===== config.mk =====
export PLATFORM = sky130hd
export DESIGN_NAME = small_integer_alu_unit_flat
export DESIGN_NICKNAME = d
export VERILOG_FILES = /design/src/sv/sia_pkg.sv /design/src/sv/sia_if.sv /design/src/sv/sia_mul.sv /design/src/sv/sia_div.sv /design/src/sv/sia_sqrt.sv /design/src/sv/small_integer_alu_unit.sv /design/src/flat_wrapper.sv
export SDC_FILE = /design/constraint.sdc
export NUM_CORES = 2
export LEC_CHECK = 0
export ABC_AREA = 1
export BUFFER_PORTS_ARGS = -buffer_cell sky130_fd_sc_hd__buf_4
export CAP_MARGIN = 20
export CORE_MARGIN = 1
export CORE_UTILIZATION = 35
export CTS_BUF_LIST = sky130_fd_sc_hd__clkbuf_16
export CTS_CLUSTER_DIAMETER = 80
export DETAILED_ROUTE_END_ITERATION = 8
export RECOVER_POWER = 50
export SYNTH_ARGS = -nofsm -noshare
export SYNTH_HDL_FRONTEND = slang
export SYNTH_SLANG_ARGS = --single-unit

===== constraint.sdc =====
create_clock -name clk -period 18.2 [get_ports clk]
set_clock_uncertainty 0.1 [all_clocks]
set_input_delay 3.64 -clock clk [delete_from_list [all_inputs] [get_ports clk]]
set_output_delay 3.64 -clock clk [all_outputs]
set_load 0.01 [all_outputs]

===== src/sv/sia_pkg.sv =====
// Shared constants, types and the output clamp for the small integer ALU.
`default_nettype none

package sia_pkg;

  localparam int DATA_WIDTH = 32;
  localparam int FRAC_BITS  = 16;

  // Word field widths
  localparam int FUNC_W   = 3;
  localparam int OPND_W   = 32;
  localparam int VAL_W    = 48;
  localparam int STATUS_W = 2;

  // Divider: |a| << FRAC_BITS over |b|
  localparam int QUO_W     = DATA_WIDTH + FRAC_BITS;
  localparam int DIV_CNT_W = $clog2(QUO_W + 1);

  // Root: one radicand bit pair per cycle
  localparam int SQ_PAIRS  = (DATA_WIDTH + 1) / 2 + FRAC_BITS;
  localparam int ROOT_W    = SQ_PAIRS;
  localparam int RAD_W     = 2 * SQ_PAIRS;
  localparam int SQ_REM_W  = SQ_PAIRS + 2;
  localparam int SQ_CNT_W  = $clog2(SQ_PAIRS + 1);

  // Power exponent width
  localparam int EXP_W = DATA_WIDTH - 1;

  // Pre-clamp result width, wide enough for a scaled word and a signed quotient
  localparam int SAT_W = (DATA_WIDTH + FRAC_BITS + 1 > VAL_W) ?
                         DATA_WIDTH + FRAC_BITS + 1 : VAL_W;

  typedef enum logic [FUNC_W-1:0] {
    FN_ADD  = 3'd0,
    FN_SUB  = 3'd1,
    FN_MUL  = 3'd2,
    FN_DIV  = 3'd3,
    FN_POW  = 3'd4,
    FN_ABS  = 3'd5,
    FN_SQRT = 3'd6
  } sia_func_t;

  typedef enum logic [STATUS_W-1:0] {
    STS_OK       = 2'd0,
    STS_DIV0     = 2'd1,
    STS_NEG_ROOT = 2'd2,
    STS_SAT      = 2'd3
  } sia_status_t;

  typedef struct packed {
    logic [VAL_W-1:0] value;
    logic             sat;
  } sia_sat_t;

  // Clamp a signed SAT_W value into the VAL_W range
  function automatic sia_sat_t sia_sat(input logic [SAT_W-1:0] v);
    sia_sat_t                 r;
    logic [SAT_W-VAL_W:0]     top;
    top = v[SAT_W-1:VAL_W-1];
    if ((&top) || !(|top)) begin
      r.value = v[VAL_W-1:0];
      r.sat   = 1'b0;
    end else if (v[SAT_W-1]) begin
      r.value = {1'b1, {(VAL_W-1){1'b0}}};
      r.sat   = 1'b1;
    end else begin
      r.value = {1'b0, {(VAL_W-1){1'b1}}};
      r.sat   = 1'b1;
    end
    return r;
  endfunction

endpackage

`default_nettype wire


===== src/sv/sia_if.sv =====
// Valid/ready channel interfaces for operand words and result words.
`default_nettype none

interface sia_in_if import sia_pkg::*; ();
  logic                     valid;
  logic                     ready;
  logic [FUNC_W-1:0]        func;
  logic signed [OPND_W-1:0] operand_a;
  logic signed [OPND_W-1:0] operand_b;

  modport source (output valid, output func, output operand_a, output operand_b,
                  input ready);
  modport sink   (input valid, input func, input operand_a, input operand_b,
                  output ready);
endinterface

interface sia_out_if import sia_pkg::*; ();
  logic                    valid;
  logic                    ready;
  logic signed [VAL_W-1:0] value;
  logic [STATUS_W-1:0]     status;

  modport source (output valid, output value, output status, input ready);
  modport sink   (input valid, input value, input status, output ready);
endinterface

`default_nettype wire


===== src/sv/sia_mul.sv =====
// Bit-serial shift-add multiplier, product modulo 2^DATA_WIDTH.
`default_nettype none

module sia_mul import sia_pkg::*; (
  input  wire logic                  clk,
  input  wire logic                  rst_n,
  input  wire logic                  start,
  input  wire logic [DATA_WIDTH-1:0] mcand,
  input  wire logic [DATA_WIDTH-1:0] mplier,
  output logic                       busy,
  output logic [DATA_WIDTH-1:0]      prod
);

  logic                  busy_r,   busy_nxt;
  logic [DATA_WIDTH-1:0] mcand_r,  mcand_nxt;
  logic [DATA_WIDTH-1:0] mplier_r, mplier_nxt;
  logic [DATA_WIDTH-1:0] prod_r,   prod_nxt;

  always_comb begin
    busy_nxt   = busy_r;
    mcand_nxt  = mcand_r;
    mplier_nxt = mplier_r;
    prod_nxt   = prod_r;
    if (start) begin
      busy_nxt   = 1'b1;
      mcand_nxt  = mcand;
      mplier_nxt = mplier;
      prod_nxt   = '0;
    end else if (busy_r) begin
      // stop as soon as no multiplier bits remain
      if (mplier_r == '0) begin
        busy_nxt = 1'b0;
      end else begin
        if (mplier_r[0]) begin
          prod_nxt = prod_r + mcand_r;
        end
        mcand_nxt  = {mcand_r[DATA_WIDTH-2:0], 1'b0};
        mplier_nxt = {1'b0, mplier_r[DATA_WIDTH-1:1]};
      end
    end
  end

  always_ff @(posedge clk) begin
    if (!rst_n) begin
      busy_r <= 1'b0;
    end else begin
      busy_r <= busy_nxt;
    end
  end

  always_ff @(posedge clk) begin
    mcand_r  <= mcand_nxt;
    mplier_r <= mplier_nxt;
    prod_r   <= prod_nxt;
  end

  assign busy = busy_r;
  assign prod = prod_r;

endmodule

`default_nettype wire


===== src/sv/sia_div.sv =====
// Restoring divider, one quotient bit per cycle.
`default_nettype none

module sia_div import sia_pkg::*; (
  input  wire logic                  clk,
  input  wire logic                  rst_n,
  input  wire logic                  start,
  input  wire logic [QUO_W-1:0]      dividend,
  input  wire logic [DATA_WIDTH-1:0] divisor,
  output logic                       busy,
  output logic [QUO_W-1:0]           quo
);

  logic                  busy_r, busy_nxt;
  logic [DIV_CNT_W-1:0]  cnt_r,  cnt_nxt;
  logic [DATA_WIDTH-1:0] rem_r,  rem_nxt;
  logic [DATA_WIDTH-1:0] dsr_r,  dsr_nxt;
  logic [QUO_W-1:0]      q_r,    q_nxt;
  logic [DATA_WIDTH:0]   trial;
  logic [DATA_WIDTH:0]   diff;
  logic                  ge;

  // q_r shifts dividend bits out the top and quotient bits in the bottom
  assign trial = {rem_r, q_r[QUO_W-1]};
  assign diff  = trial - {1'b0, dsr_r};
  assign ge    = (trial >= {1'b0, dsr_r});

  always_comb begin
    busy_nxt = busy_r;
    cnt_nxt  = cnt_r;
    rem_nxt  = rem_r;
    dsr_nxt  = dsr_r;
    q_nxt    = q_r;
    if (start) begin
      busy_nxt = 1'b1;
      cnt_nxt  = DIV_CNT_W'(QUO_W);
      rem_nxt  = '0;
      dsr_nxt  = divisor;
      q_nxt    = dividend;
    end else if (busy_r) begin
      rem_nxt  = ge ? diff[DATA_WIDTH-1:0] : trial[DATA_WIDTH-1:0];
      q_nxt    = {q_r[QUO_W-2:0], ge};
      cnt_nxt  = cnt_r - DIV_CNT_W'(1);
      busy_nxt = (cnt_r != DIV_CNT_W'(1));
    end
  end

  always_ff @(posedge clk) begin
    if (!rst_n) begin
      busy_r <= 1'b0;
    end else begin
      busy_r <= busy_nxt;
    end
  end

  always_ff @(posedge clk) begin
    cnt_r <= cnt_nxt;
    rem_r <= rem_nxt;
    dsr_r <= dsr_nxt;
    q_r   <= q_nxt;
  end

  assign busy = busy_r;
  assign quo  = q_r;

endmodule

`default_nettype wire


===== src/sv/sia_sqrt.sv =====
// Digit-by-digit square root, one radicand bit pair per cycle.
`default_nettype none

module sia_sqrt import sia_pkg::*; (
  input  wire logic                  clk,
  input  wire logic                  rst_n,
  input  wire logic                  start,
  input  wire logic [DATA_WIDTH-1:0] radicand,
  output logic                       busy,
  output logic [ROOT_W-1:0]          root
);

  logic                busy_r, busy_nxt;
  logic [SQ_CNT_W-1:0] cnt_r,  cnt_nxt;
  logic [RAD_W-1:0]    rad_r,  rad_nxt;
  logic [SQ_REM_W-1:0] rem_r,  rem_nxt;
  logic [ROOT_W-1:0]   root_r, root_nxt;
  logic [SQ_REM_W-1:0] cur;
  logic [SQ_REM_W-1:0] trial;
  logic                ge;

  // rem stays below 2^SQ_PAIRS, so dropping its top two bits loses nothing
  assign cur   = {rem_r[SQ_REM_W-3:0], rad_r[RAD_W-1 -: 2]};
  assign trial = {root_r, 2'b01};
  assign ge    = (cur >= trial);

  always_comb begin
    busy_nxt = busy_r;
    cnt_nxt  = cnt_r;
    rad_nxt  = rad_r;
    rem_nxt  = rem_r;
    root_nxt = root_r;
    if (start) begin
      busy_nxt = 1'b1;
      cnt_nxt  = SQ_CNT_W'(SQ_PAIRS);
      rad_nxt  = RAD_W'(radicand) << (2 * FRAC_BITS);
      rem_nxt  = '0;
      root_nxt = '0;
    end else if (busy_r) begin
      rad_nxt  = {rad_r[RAD_W-3:0], 2'b00};
      rem_nxt  = ge ? (cur - trial) : cur;
      root_nxt = {root_r[ROOT_W-2:0], ge};
      cnt_nxt  = cnt_r - SQ_CNT_W'(1);
      busy_nxt = (cnt_r != SQ_CNT_W'(1));
    end
  end

  always_ff @(posedge clk) begin
    if (!rst_n) begin
      busy_r <= 1'b0;
    end else begin
      busy_r <= busy_nxt;
    end
  end

  always_ff @(posedge clk) begin
    cnt_r  <= cnt_nxt;
    rad_r  <= rad_nxt;
    rem_r  <= rem_nxt;
    root_r <= root_nxt;
  end

  assign busy = busy_r;
  assign root = root_r;

endmodule

`default_nettype wire


===== src/sv/small_integer_alu_unit.sv =====
// Small integer ALU: sequencer, serial arithmetic units and result register.
//
// Usage: one operand word (func, operand_a, operand_b) goes in on in_ch and
// one result word (value, status) comes out on out_ch, valid/ready on both.
// One word is in flight at a time; in_ch.ready is high while the sequencer
// is idle, also while a finished result still sits in the output register.
// Paths from accept to out_ch.valid:
//   add, sub, abs, power with exponent <= 0, divide by zero, negative root,
//   undefined code: straight to the done state, no arithmetic unit used
//   multiply: serial multiplier, runs until the highest set bit of operand_b is used
//   divide: the one-bit-per-cycle divider over 48 quotient bits
//   square root: the one-pair-per-cycle root over 32 pairs
//   power: one issue and wait round per exponent bit, a serial multiply (if the
//   bit is set) and square (if higher bits remain) running side by side per bit
// Reset (synchronous, rst_n low) idles the sequencer and empties the output
// register. If out_ch.ready stays low, the finished result waits in the
// output register; the next word may be taken and worked on, then waits in
// the done state until the output register frees.
`default_nettype none

module small_integer_alu_unit import sia_pkg::*; (
  input  wire logic clk,
  input  wire logic rst_n,
  sia_in_if.sink    in_ch,
  sia_out_if.source out_ch
);

  typedef enum logic [3:0] {
    S_IDLE  = 4'b0001,
    S_ISSUE = 4'b0010,
    S_WAIT  = 4'b0100,
    S_DONE  = 4'b1000
  } sia_state_t;

  sia_state_t            state_r, state_nxt;
  sia_func_t             func_r,  func_nxt;
  logic [DATA_WIDTH-1:0] a_r,     a_nxt;
  logic [DATA_WIDTH-1:0] b_r,     b_nxt;
  logic [DATA_WIDTH-1:0] acc_r,   acc_nxt;
  logic [DATA_WIDTH-1:0] base_r,  base_nxt;
  logic [EXP_W-1:0]      exp_r,   exp_nxt;

  logic                  out_valid_r, out_valid_nxt;
  logic [VAL_W-1:0]      out_value_r;
  sia_status_t           out_status_r;
  logic                  out_load;

  sia_func_t             in_func;
  logic [DATA_WIDTH-1:0] in_a;
  logic [DATA_WIDTH-1:0] in_b;
  logic                  in_fire;

  logic                  m0_start, m1_start, div_start, sq_start;
  logic                  m0_busy,  m1_busy,  div_busy,  sq_busy;
  logic [DATA_WIDTH-1:0] m0_a, m0_b, m0_prod, m1_prod;
  logic [DATA_WIDTH-1:0] ua, ub;
  logic [QUO_W-1:0]      quo;
  logic [ROOT_W-1:0]     root;
  logic                  units_busy;

  logic [SAT_W-1:0]      scaled;
  logic [SAT_W-1:0]      quo_ext;
  logic [SAT_W-1:0]      quo_signed;
  sia_sat_t              sat_word;
  logic [VAL_W-1:0]      res_value;
  sia_status_t           res_status;

  assign in_func = sia_func_t'(in_ch.func);
  assign in_a    = in_ch.operand_a[DATA_WIDTH-1:0];
  assign in_b    = in_ch.operand_b[DATA_WIDTH-1:0];
  assign in_fire = in_ch.valid && in_ch.ready;

  assign in_ch.ready   = (state_r == S_IDLE);
  assign out_ch.valid  = out_valid_r;
  assign out_ch.value  = out_value_r;
  assign out_ch.status = out_status_r;

  // ---------------------------------------------------------------- units
  assign m0_a = (func_r == FN_POW) ? acc_r  : a_r;
  assign m0_b = (func_r == FN_POW) ? base_r : b_r;
  assign ua   = a_r[DATA_WIDTH-1] ? -a_r : a_r;
  assign ub   = b_r[DATA_WIDTH-1] ? -b_r : b_r;

  sia_mul u_mul_acc (
    .clk    (clk),
    .rst_n  (rst_n),
    .start  (m0_start),
    .mcand  (m0_a),
    .mplier (m0_b),
    .busy   (m0_busy),
    .prod   (m0_prod)
  );

  sia_mul u_mul_sq (
    .clk    (clk),
    .rst_n  (rst_n),
    .start  (m1_start),
    .mcand  (base_r),
    .mplier (base_r),
    .busy   (m1_busy),
    .prod   (m1_prod)
  );

  sia_div u_div (
    .clk      (clk),
    .rst_n    (rst_n),
    .start    (div_start),
    .dividend (QUO_W'(ua) << FRAC_BITS),
    .divisor  (ub),
    .busy     (div_busy),
    .quo      (quo)
  );

  sia_sqrt u_sqrt (
    .clk      (clk),
    .rst_n    (rst_n),
    .start    (sq_start),
    .radicand (a_r),
    .busy     (sq_busy),
    .root     (root)
  );

  assign units_busy = m0_busy || m1_busy || div_busy || sq_busy;

  // ------------------------------------------------------------ sequencer
  always_comb begin
    state_nxt = state_r;
    func_nxt  = func_r;
    a_nxt     = a_r;
    b_nxt     = b_r;
    acc_nxt   = acc_r;
    base_nxt  = base_r;
    exp_nxt   = exp_r;
    m0_start  = 1'b0;
    m1_start  = 1'b0;
    div_start = 1'b0;
    sq_start  = 1'b0;
    out_load  = 1'b0;
    case (state_r)
      S_IDLE: begin
        if (in_ch.valid) begin
          func_nxt  = in_func;
          a_nxt     = in_a;
          b_nxt     = in_b;
          state_nxt = S_DONE;
          case (in_func)
            FN_ADD: acc_nxt = in_a + in_b;
            FN_SUB: acc_nxt = in_a - in_b;
            FN_ABS: acc_nxt = in_a[DATA_WIDTH-1] ? -in_a : in_a;
            FN_MUL: state_nxt = S_ISSUE;
            FN_DIV: begin
              if (in_b != '0) begin
                state_nxt = S_ISSUE;
              end
            end
            FN_POW: begin
              acc_nxt  = DATA_WIDTH'(1);
              base_nxt = in_a;
              exp_nxt  = in_b[EXP_W-1:0];
              if (!in_b[DATA_WIDTH-1] && (in_b != '0)) begin
                state_nxt = S_ISSUE;
              end
            end
            FN_SQRT: begin
              if (!in_a[DATA_WIDTH-1]) begin
                state_nxt = S_ISSUE;
              end
            end
            default: acc_nxt = acc_r;
          endcase
        end
      end
      S_ISSUE: begin
        m0_start  = (func_r == FN_MUL) || ((func_r == FN_POW) && exp_r[0]);
        // no square needed once the top exponent bit is consumed
        m1_start  = (func_r == FN_POW) && (exp_r[EXP_W-1:1] != '0);
        div_start = (func_r == FN_DIV);
        sq_start  = (func_r == FN_SQRT);
        state_nxt = S_WAIT;
      end
      S_WAIT: begin
        if (!units_busy) begin
          state_nxt = S_DONE;
          if (func_r == FN_MUL) begin
            acc_nxt = m0_prod;
          end else if (func_r == FN_POW) begin
            if (exp_r[0]) begin
              acc_nxt = m0_prod;
            end
            base_nxt = m1_prod;
            exp_nxt  = {1'b0, exp_r[EXP_W-1:1]};
            if (exp_r[EXP_W-1:1] != '0) begin
              state_nxt = S_ISSUE;
            end
          end
        end
      end
      S_DONE: begin
        if (!out_valid_r || out_ch.ready) begin
          out_load  = 1'b1;
          state_nxt = S_IDLE;
        end
      end
      default: state_nxt = S_IDLE;
    endcase
  end

  // ------------------------------------------------------- result select
  assign scaled     = {{(SAT_W-DATA_WIDTH){acc_r[DATA_WIDTH-1]}}, acc_r} << FRAC_BITS;
  assign quo_ext    = SAT_W'(quo);
  assign quo_signed = (a_r[DATA_WIDTH-1] ^ b_r[DATA_WIDTH-1]) ? -quo_ext : quo_ext;

  always_comb begin
    sat_word   = sia_sat(scaled);
    res_value  = '0;
    res_status = STS_OK;
    case (func_r)
      FN_ADD, FN_SUB, FN_MUL, FN_POW, FN_ABS: begin
        res_value  = sat_word.value;
        res_status = sat_word.sat ? STS_SAT : STS_OK;
      end
      FN_DIV: begin
        if (b_r == '0) begin
          res_status = STS_DIV0;
        end else begin
          sat_word   = sia_sat(quo_signed);
          res_value  = sat_word.value;
          res_status = sat_word.sat ? STS_SAT : STS_OK;
        end
      end
      FN_SQRT: begin
        if (a_r[DATA_WIDTH-1]) begin
          res_status = STS_NEG_ROOT;
        end else begin
          sat_word   = sia_sat(SAT_W'(root));
          res_value  = sat_word.value;
          res_status = sat_word.sat ? STS_SAT : STS_OK;
        end
      end
      default: res_status = STS_OK;
    endcase
  end

  always_comb begin
    out_valid_nxt = out_valid_r;
    if (out_load) begin
      out_valid_nxt = 1'b1;
    end else if (out_ch.ready) begin
      out_valid_nxt = 1'b0;
    end
  end

  // ------------------------------------------------------------ registers
  always_ff @(posedge clk) begin
    if (!rst_n) begin
      state_r     <= S_IDLE;
      out_valid_r <= 1'b0;
    end else begin
      state_r     <= state_nxt;
      out_valid_r <= out_valid_nxt;
    end
  end

  always_ff @(posedge clk) begin
    func_r <= func_nxt;
    a_r    <= a_nxt;
    b_r    <= b_nxt;
    acc_r  <= acc_nxt;
    base_r <= base_nxt;
    exp_r  <= exp_nxt;
    if (out_load) begin
      out_value_r  <= res_value;
      out_status_r <= res_status;
    end
  end

  // ----------------------------------------------------------- assertions
  a_idle_units_quiet: assert property (@(posedge clk) disable iff (!rst_n)
    (state_r == S_IDLE) |-> !units_busy)
    else $error("arithmetic unit busy while sequencer idle");

  a_accept_leaves_idle: assert property (@(posedge clk) disable iff (!rst_n)
    in_fire |=> (state_r != S_IDLE))
    else $error("sequencer stayed idle after taking a word");

  a_no_restart: assert property (@(posedge clk) disable iff (!rst_n)
    (m0_start || m1_start || div_start || sq_start) |-> !units_busy)
    else $error("unit restarted while still busy");

  a_pow_exp_live: assert property (@(posedge clk) disable iff (!rst_n)
    ((state_r == S_ISSUE) && (func_r == FN_POW)) |-> (exp_r != '0))
    else $error("power step issued with no exponent bits left");

endmodule

`default_nettype wire

===== src/flat_wrapper.sv =====
// flat-port wrapper written by rule: the top's interface ports become plain ports
module small_integer_alu_unit_flat import sia_pkg::*;
  (clk, rst_n, in_ch_valid, in_ch_func, in_ch_operand_a, in_ch_operand_b, in_ch_ready, out_ch_valid, out_ch_value, out_ch_status, out_ch_ready);
  sia_in_if in_ch_i ();
  sia_out_if out_ch_i ();
  input  wire logic clk;
  input  wire logic rst_n;
  input wire logic [$bits(in_ch_i.valid)-1:0] in_ch_valid;
  input wire logic [$bits(in_ch_i.func)-1:0] in_ch_func;
  input wire logic [$bits(in_ch_i.operand_a)-1:0] in_ch_operand_a;
  input wire logic [$bits(in_ch_i.operand_b)-1:0] in_ch_operand_b;
  output wire logic [$bits(in_ch_i.ready)-1:0] in_ch_ready;
  output wire logic [$bits(out_ch_i.valid)-1:0] out_ch_valid;
  output wire logic [$bits(out_ch_i.value)-1:0] out_ch_value;
  output wire logic [$bits(out_ch_i.status)-1:0] out_ch_status;
  input wire logic [$bits(out_ch_i.ready)-1:0] out_ch_ready;
  assign in_ch_i.valid = in_ch_valid;
  assign in_ch_i.func = in_ch_func;
  assign in_ch_i.operand_a = in_ch_operand_a;
  assign in_ch_i.operand_b = in_ch_operand_b;
  assign in_ch_ready = in_ch_i.ready;
  assign out_ch_valid = out_ch_i.valid;
  assign out_ch_value = out_ch_i.value;
  assign out_ch_status = out_ch_i.status;
  assign out_ch_i.ready = out_ch_ready;
  small_integer_alu_unit u_core (.clk(clk), .rst_n(rst_n), .in_ch(in_ch_i), .out_ch(out_ch_i));
endmodule

Word-level counts from Yosys, hierarchy flattened:

Index checks and enable logic that the tools add are counted.

* word-level logic and storage cells: 198
* input bits: 71
* register bits after elaboration: 633
* output and inout bits: 52

* muxes and demuxes: 86
* $lt $le $gt $ge: 2
* add/subtract/negate cells: 12
* reduce and logical (&&, ||, !) cells: 36
* equality and inequality tests: 29
* bitwise logic cells: 3

Operator list (number)
* 2-to-1 mux 32 bit: 28
* 2-to-1 mux 49 bit: 7
* 2-to-1 mux 48 bit: 4
* 2-to-1 mux 31 bit: 6
* one-hot mux 48 bit (3 select lines): 1
* 2-to-1 mux 64 bit: 2
* one-hot mux 32 bit (2 select lines): 2
* one-hot mux 32 bit (4 select lines): 1
* adder 32 bit: 3
* zero test 32 bit: 3
* negator 32 bit: 3
* subtractor 32 bit: 3
* one-hot mux 31 bit (2 select lines): 1
* negator 48 -> 49 bit: 1
* 2-to-1 mux 4 bit: 9
* >= comparator 34 bit: 1
* >= comparator 33 x 32 -> 1 bit: 1
* one-hot mux 4 bit (4 select lines): 2
* nonzero test 32 bit: 1
* nonzero test 30 bit: 1
* equality test 3 bit, second input constant: 6
* 2-to-1 mux 1 bit: 18
* equality test 3 x 2 -> 1 bit, second input constant: 4
* != test 6 x 1 -> 1 bit, second input constant: 2
* 24 further kinds: 58

Depth between registers and ports, before layout:

* depth in word-level cells: 11
* gate-level depth with buffers: 23
* gate-level depth less buffers: 23

Modules after synthesis:

Synthesis repeated with hierarchy kept, for this count alone.

* cells, all modules: 6486
* area total of the unflattened synthesis: 44214.9 µm²

By module, submodules not included
* small_integer_alu_unit: sequential area each 6466.2 µm², area an instance 16980.0 µm², times used 1, cells each 2489
* sia_mul: sequential area each 2582.5 µm², area an instance 6443.7 µm², times used 2, cells each 954
* sia_div: sequential area each 3183.1 µm², area an instance 7539.7 µm², times used 1, cells each 1062
* sia_sqrt: sequential area each 2382.3 µm², area an instance 6807.8 µm², times used 1, cells each 1027

Least setup slack after synthesis:

No wires, ideal clock.

* path kind: input to register
* start: input in_ch_valid
* end: register u_core.base_r[0] (enable)
* path slack: 7.575 ns
* data required time: 17.522 ns
* arrival: 9.947 ns
* setup time: 0.578 ns
* path buffers: 0
* cell stages on the path: 4
* cell sequence: nand2_1 inv_1 a22oi_1 a211oi_1

* word-level cells in the longest chain between the ends: 2

Ends and longest elaborated chain
* start: declaration: RTL line flat_wrapper.sv:8 `input wire logic [$bits(in_ch_i.valid)-1:0] in_ch_valid;`
* != test 2 bit (no line)
* AND reduction 6 bit (no line)
* end signal: assignment: RTL line small_integer_alu_unit.sv:269 `base_r <= base_nxt;`
* end: declaration: RTL line small_integer_alu_unit.sv:40 `logic [DATA_WIDTH-1:0] base_r, base_nxt;`

Every way passes these cells.
A chain may end at the register's enable or synchronous reset.

Worst setup path in the final report:

* start: register u_core.func_r[2]
* end: register u_core.u_mul_acc.mcand_r[9] (enable)

* word-level cells in the longest chain between the ends: 6
* elaborated cells on any way between the ends: 8
* those cells by class: eq/ne (3); mux (1); reduce/logical (4)

Ends and longest elaborated chain
* start: declaration: RTL line small_integer_alu_unit.sv:36 `sia_func_t func_r, func_nxt;`
* start signal: assignment: RTL line small_integer_alu_unit.sv:265 `func_r <= func_nxt;`
* equality test 3 bit: RTL line small_integer_alu_unit.sv:174 `m0_start = (func_r == FN_MUL) || ((func_r == FN_POW) && exp_r[0]);`
* logical AND 1 bit: RTL line small_integer_alu_unit.sv:174
* logical OR 1 bit *: RTL line small_integer_alu_unit.sv:174
* 2-to-1 mux 1 bit *: RTL line small_integer_alu_unit.sv:139 `case (state_r)`
* != test 2 x 1 -> 1 bit (no line) / nonzero test 2 bit (equally long branches)
* AND reduction 2 bit (no line) *
* end signal: assignment: RTL line sia_mul.sv:52 `mcand_r <= mcand_nxt;`
* end: declaration: RTL line sia_mul.sv:15 `logic [DATA_WIDTH-1:0] mcand_r, mcand_nxt;`

Every way passes the cells marked *; elsewhere a longest branch is shown, timed or not.

==> impl_metrics.py <==
metrics = {
    "status": {
        "status": "finished with violations",
        "violations": "max-capacitance violations, max-slew violations",
    },
    "cells_and_area": {
        "fin_util": 0.395,
        "syn_to_final_growth_pct": 11.4,
        "drive_gt1_frac": 0.0424,
        "n_fill_cell": 12400,
        "layout.nets": 6010,
    },
    "timing": {
        "worst_slack_ns": 10.24,
        "relSlewSlack": -1.45,
        "fin_tns_setup_ns": 0,
        "setup_viol_count_final": 0,
        "min_period_ns": 7.96,
        "hold_violations": 0,
        "period_share": 0.438,
        "grt_setup_unrepaired": "false",
        "tightest_slew_ns": 3.68,
        "slew_viol_final": 577,
        "fmax_mhz": 126,
    },
    "synthesis": {
        "synth_ff_type": "edfxtp_1",
        "synthTopCellsByArea": "edfxtp_1, nand2_1, dfxtp_1, inv_1, nor2_1",
        "synth.avg_cell_area_um2": 7.27,
        "synth_top_area_frac": 0.316,
        "syn_area_mm2": 0.0414,
        "async_flop_share": 0,
        "netlist.top_cell.by_area": "edfxtp_1",
        "ys_seq_elements": 633,
        "synth_cell_type_count": 53,
        "synth_seq_area_share": 0.412,
        "synth_cells": 5694,
        "synth_common_cells": "nand2_1, inv_1, nor2_1",
        "synth-edff-count": 436,
        "yosysMostFrequentCell": "nand2_1",
        "ys_warn_count": 0,
        "syn_nets": 5937,
    },
    "floorplan": {
        "num_rows": 125,
        "die_h_um": 346,
        "core_area_mm2": 0.117,
        "die-area_mm2": 0.120,
        "start_util": 0.355,
        "fp.dieW_um": 346,
        "io-pin-count": 123,
    },
    "global_routing": {
        "grt_max_degree": 86,
        "antenna_found_initial": 6,
        "track_usage": 0.245,
        "grt_pass1_wl_mm": 224,
        "grt_pass1_vias": 36600,
        "grt-ovfl-total": 0,
    },
    "worst_hold_path": {
        "min_path_type": "flip-flop to flip-flop",
    },
    "critical_path": {
        "crit_required_ns": 18.33,
        "worstPathArrival_ns": 8.10,
        "crit_path_max_fanout": 54,
        "startpoint_type": "flip-flop",
        "crit_type": "flip-flop to flip-flop",
        "end_kind": "flip-flop",
    },
    "clock_network": {
        "cts.sinks": 633,
        "cts_buffers": 76,
        "root_buffer": "clkbuf_16",
        "postCtsSetupRepairBufs": 0,
        "worstSkewPairLatency_ns": 0.68,
        "cts_tree": "done",
        "h-tree-depth": 3,
        "cts-resized-gates": 0,
        "hold_buffers": 0,
        "clk_pin_slew_ns": 0.06,
        "clock_path_buffers": 3,
    },
    "power_and_ir_drop": {
        "peakVddDrop_v": 0.0000755,
        "p_leak_uw": 0.0204,
        "p_per_area_mw_per_mm2": 101,
        "total_power_uw": 4640,
    },
    "placed_design": {
        "hpwl_mm": 117,
        "port_buffers": 122,
        "place_ws_ns": 10.17,
        "place.gp.congestion": 0.981,
    },
    "job": {
        "max_cap_violations": 11,
    },
    "drt": {
        "routed_wl_mm": 151,
        "drc": 0,
        "drtPass1Iterations": 7,
        "wire_per_inst_um": 20.6,
        "drtIter0Drc": 3362,
        "vias": 39000,
        "ant_nets": 0,
        "vias_per_cell": 5.30,
    },
}
[final cells by class]
| type | count | area (um2) | share of cell area |
|---|---|---|---|
| Multi-Input combinational cell | 4167 | 20900 | 0.453 |
| Sequential cell | 633 | 17000 | 0.370 |
| Inverter | 721 | 2710 | 0.0587 |
| Clock buffer | 78 | 1950 | 0.0423 |
| Tap cell | 1524 | 1910 | 0.0414 |
| Timing Repair Buffer | 168 | 973 | 0.0211 |
| Clock inverter | 63 | 622 | 0.0135 |
| Antenna cell | 2 | 5.00 | 0.000109 |
[registers in the layout (all words and copies together), names as in the netlist, 31 cells and up]
register / count
u_core.a_r: 32
u_core.acc_r: 32
u_core.b_r: 32
u_core.base_r: 32
u_core.exp_r: 31
u_core.out_ch.value: 48
u_core.u_div.dsr_r: 32
u_core.u_div.quo: 48
u_core.u_div.rem_r: 32
u_core.u_mul_acc.mcand_r: 32
u_core.u_mul_acc.mplier_r: 32
u_core.u_mul_acc.prod: 32
u_core.u_mul_sq.mcand_r: 32
u_core.u_mul_sq.mplier_r: 32
u_core.u_mul_sq.prod: 32
u_core.u_sqrt.rad_r: 32
u_core.u_sqrt.rem_r: 32
u_core.u_sqrt.root: 32
[cells by family (layout without fill, tap and decap cells)]
logic type	Yosys count	after routing	synth area share
buf+inv	894	1030	0.0848
simple gates	2898	2898	0.291
fa+ha+maj	172	172	0.0527
other cells	0	2	0
compound gates	926	926	0.124
flops	633	633	0.412
xor+xnor	171	171	0.0362
[critical path: stages, from the launching register on]
cell      delay, ns
edfxtp_1       0.40
inv_1          0.09
nor2_1         0.10
inv_1          0.08
nor2_4         0.07
clkbuf_1       2.25
nand2_1        0.10
nand2_1        0.19
nand2_1        0.06
clkbuf_1       0.84
nand2_1        1.39
clkbuf_1       1.80
[layout by cell type, fill, tap and decap left out, types with 81 or more instances in the layout]
| cell | instances |
|---|---|
| nand4_1 | 81 |
| ha_1 | 168 |
| nor2_1 | 586 |
| xor2_1 | 121 |
| inv_1 | 721 |
| o21ai_0 | 360 |
| a21oi_1 | 301 |
| nand3_1 | 409 |
| edfxtp_1 | 436 |
| dfxtp_1 | 197 |
| clkbuf_1 | 82 |
| buf_4 | 85 |
| nand2_1 | 1647 |
[stage by stage]
stage	cells	area (um2)	hold WS, ns
5_1_grt	7356	46100	0.385
3_5_place_dp	7212	43800	0.360
4_1_cts	7353	46400	0.373
6_report	7356	46100	0.372
2_1_floorplan	5694	41400	0.339
3_3_place_gp	7212	43800	0.355
[power by group]
group          switching [uW]  internal [uW]
sequential                142           1700
clock                     675            906
combinational             825            397
[path summary, 6_finish.rpt]
path                            cells past startpoint                   start  slack (ns)                          end
worst max-delay path                               11        u_core.func_r[2]       10.24  u_core.u_mul_acc.mcand_r[9]
worst min-delay path                                2  u_core.u_div.rem_r[30]        0.37       u_core.u_div.rem_r[30]
worst max register to register                     11        u_core.func_r[2]       10.24  u_core.u_mul_acc.mcand_r[9]
worst min register to register                      2  u_core.u_div.rem_r[30]        0.37       u_core.u_div.rem_r[30]
[routing by layer]
metal / global-route usage / vias to the layer above / share of wire / wire length, um
met4: 0.0909 / 6 / 0.039 / 5860
met3: 0.0284 / 256 / 0.068 / 10300
met1: 0.336 / 18300 / 0.45 / 67600
li1: - / 19000 / - / -
met5: 0 / - / 0.00026 / 40
met2: 0.393 / 1379 / 0.45 / 67600
(Power assumes the default switching activity.)
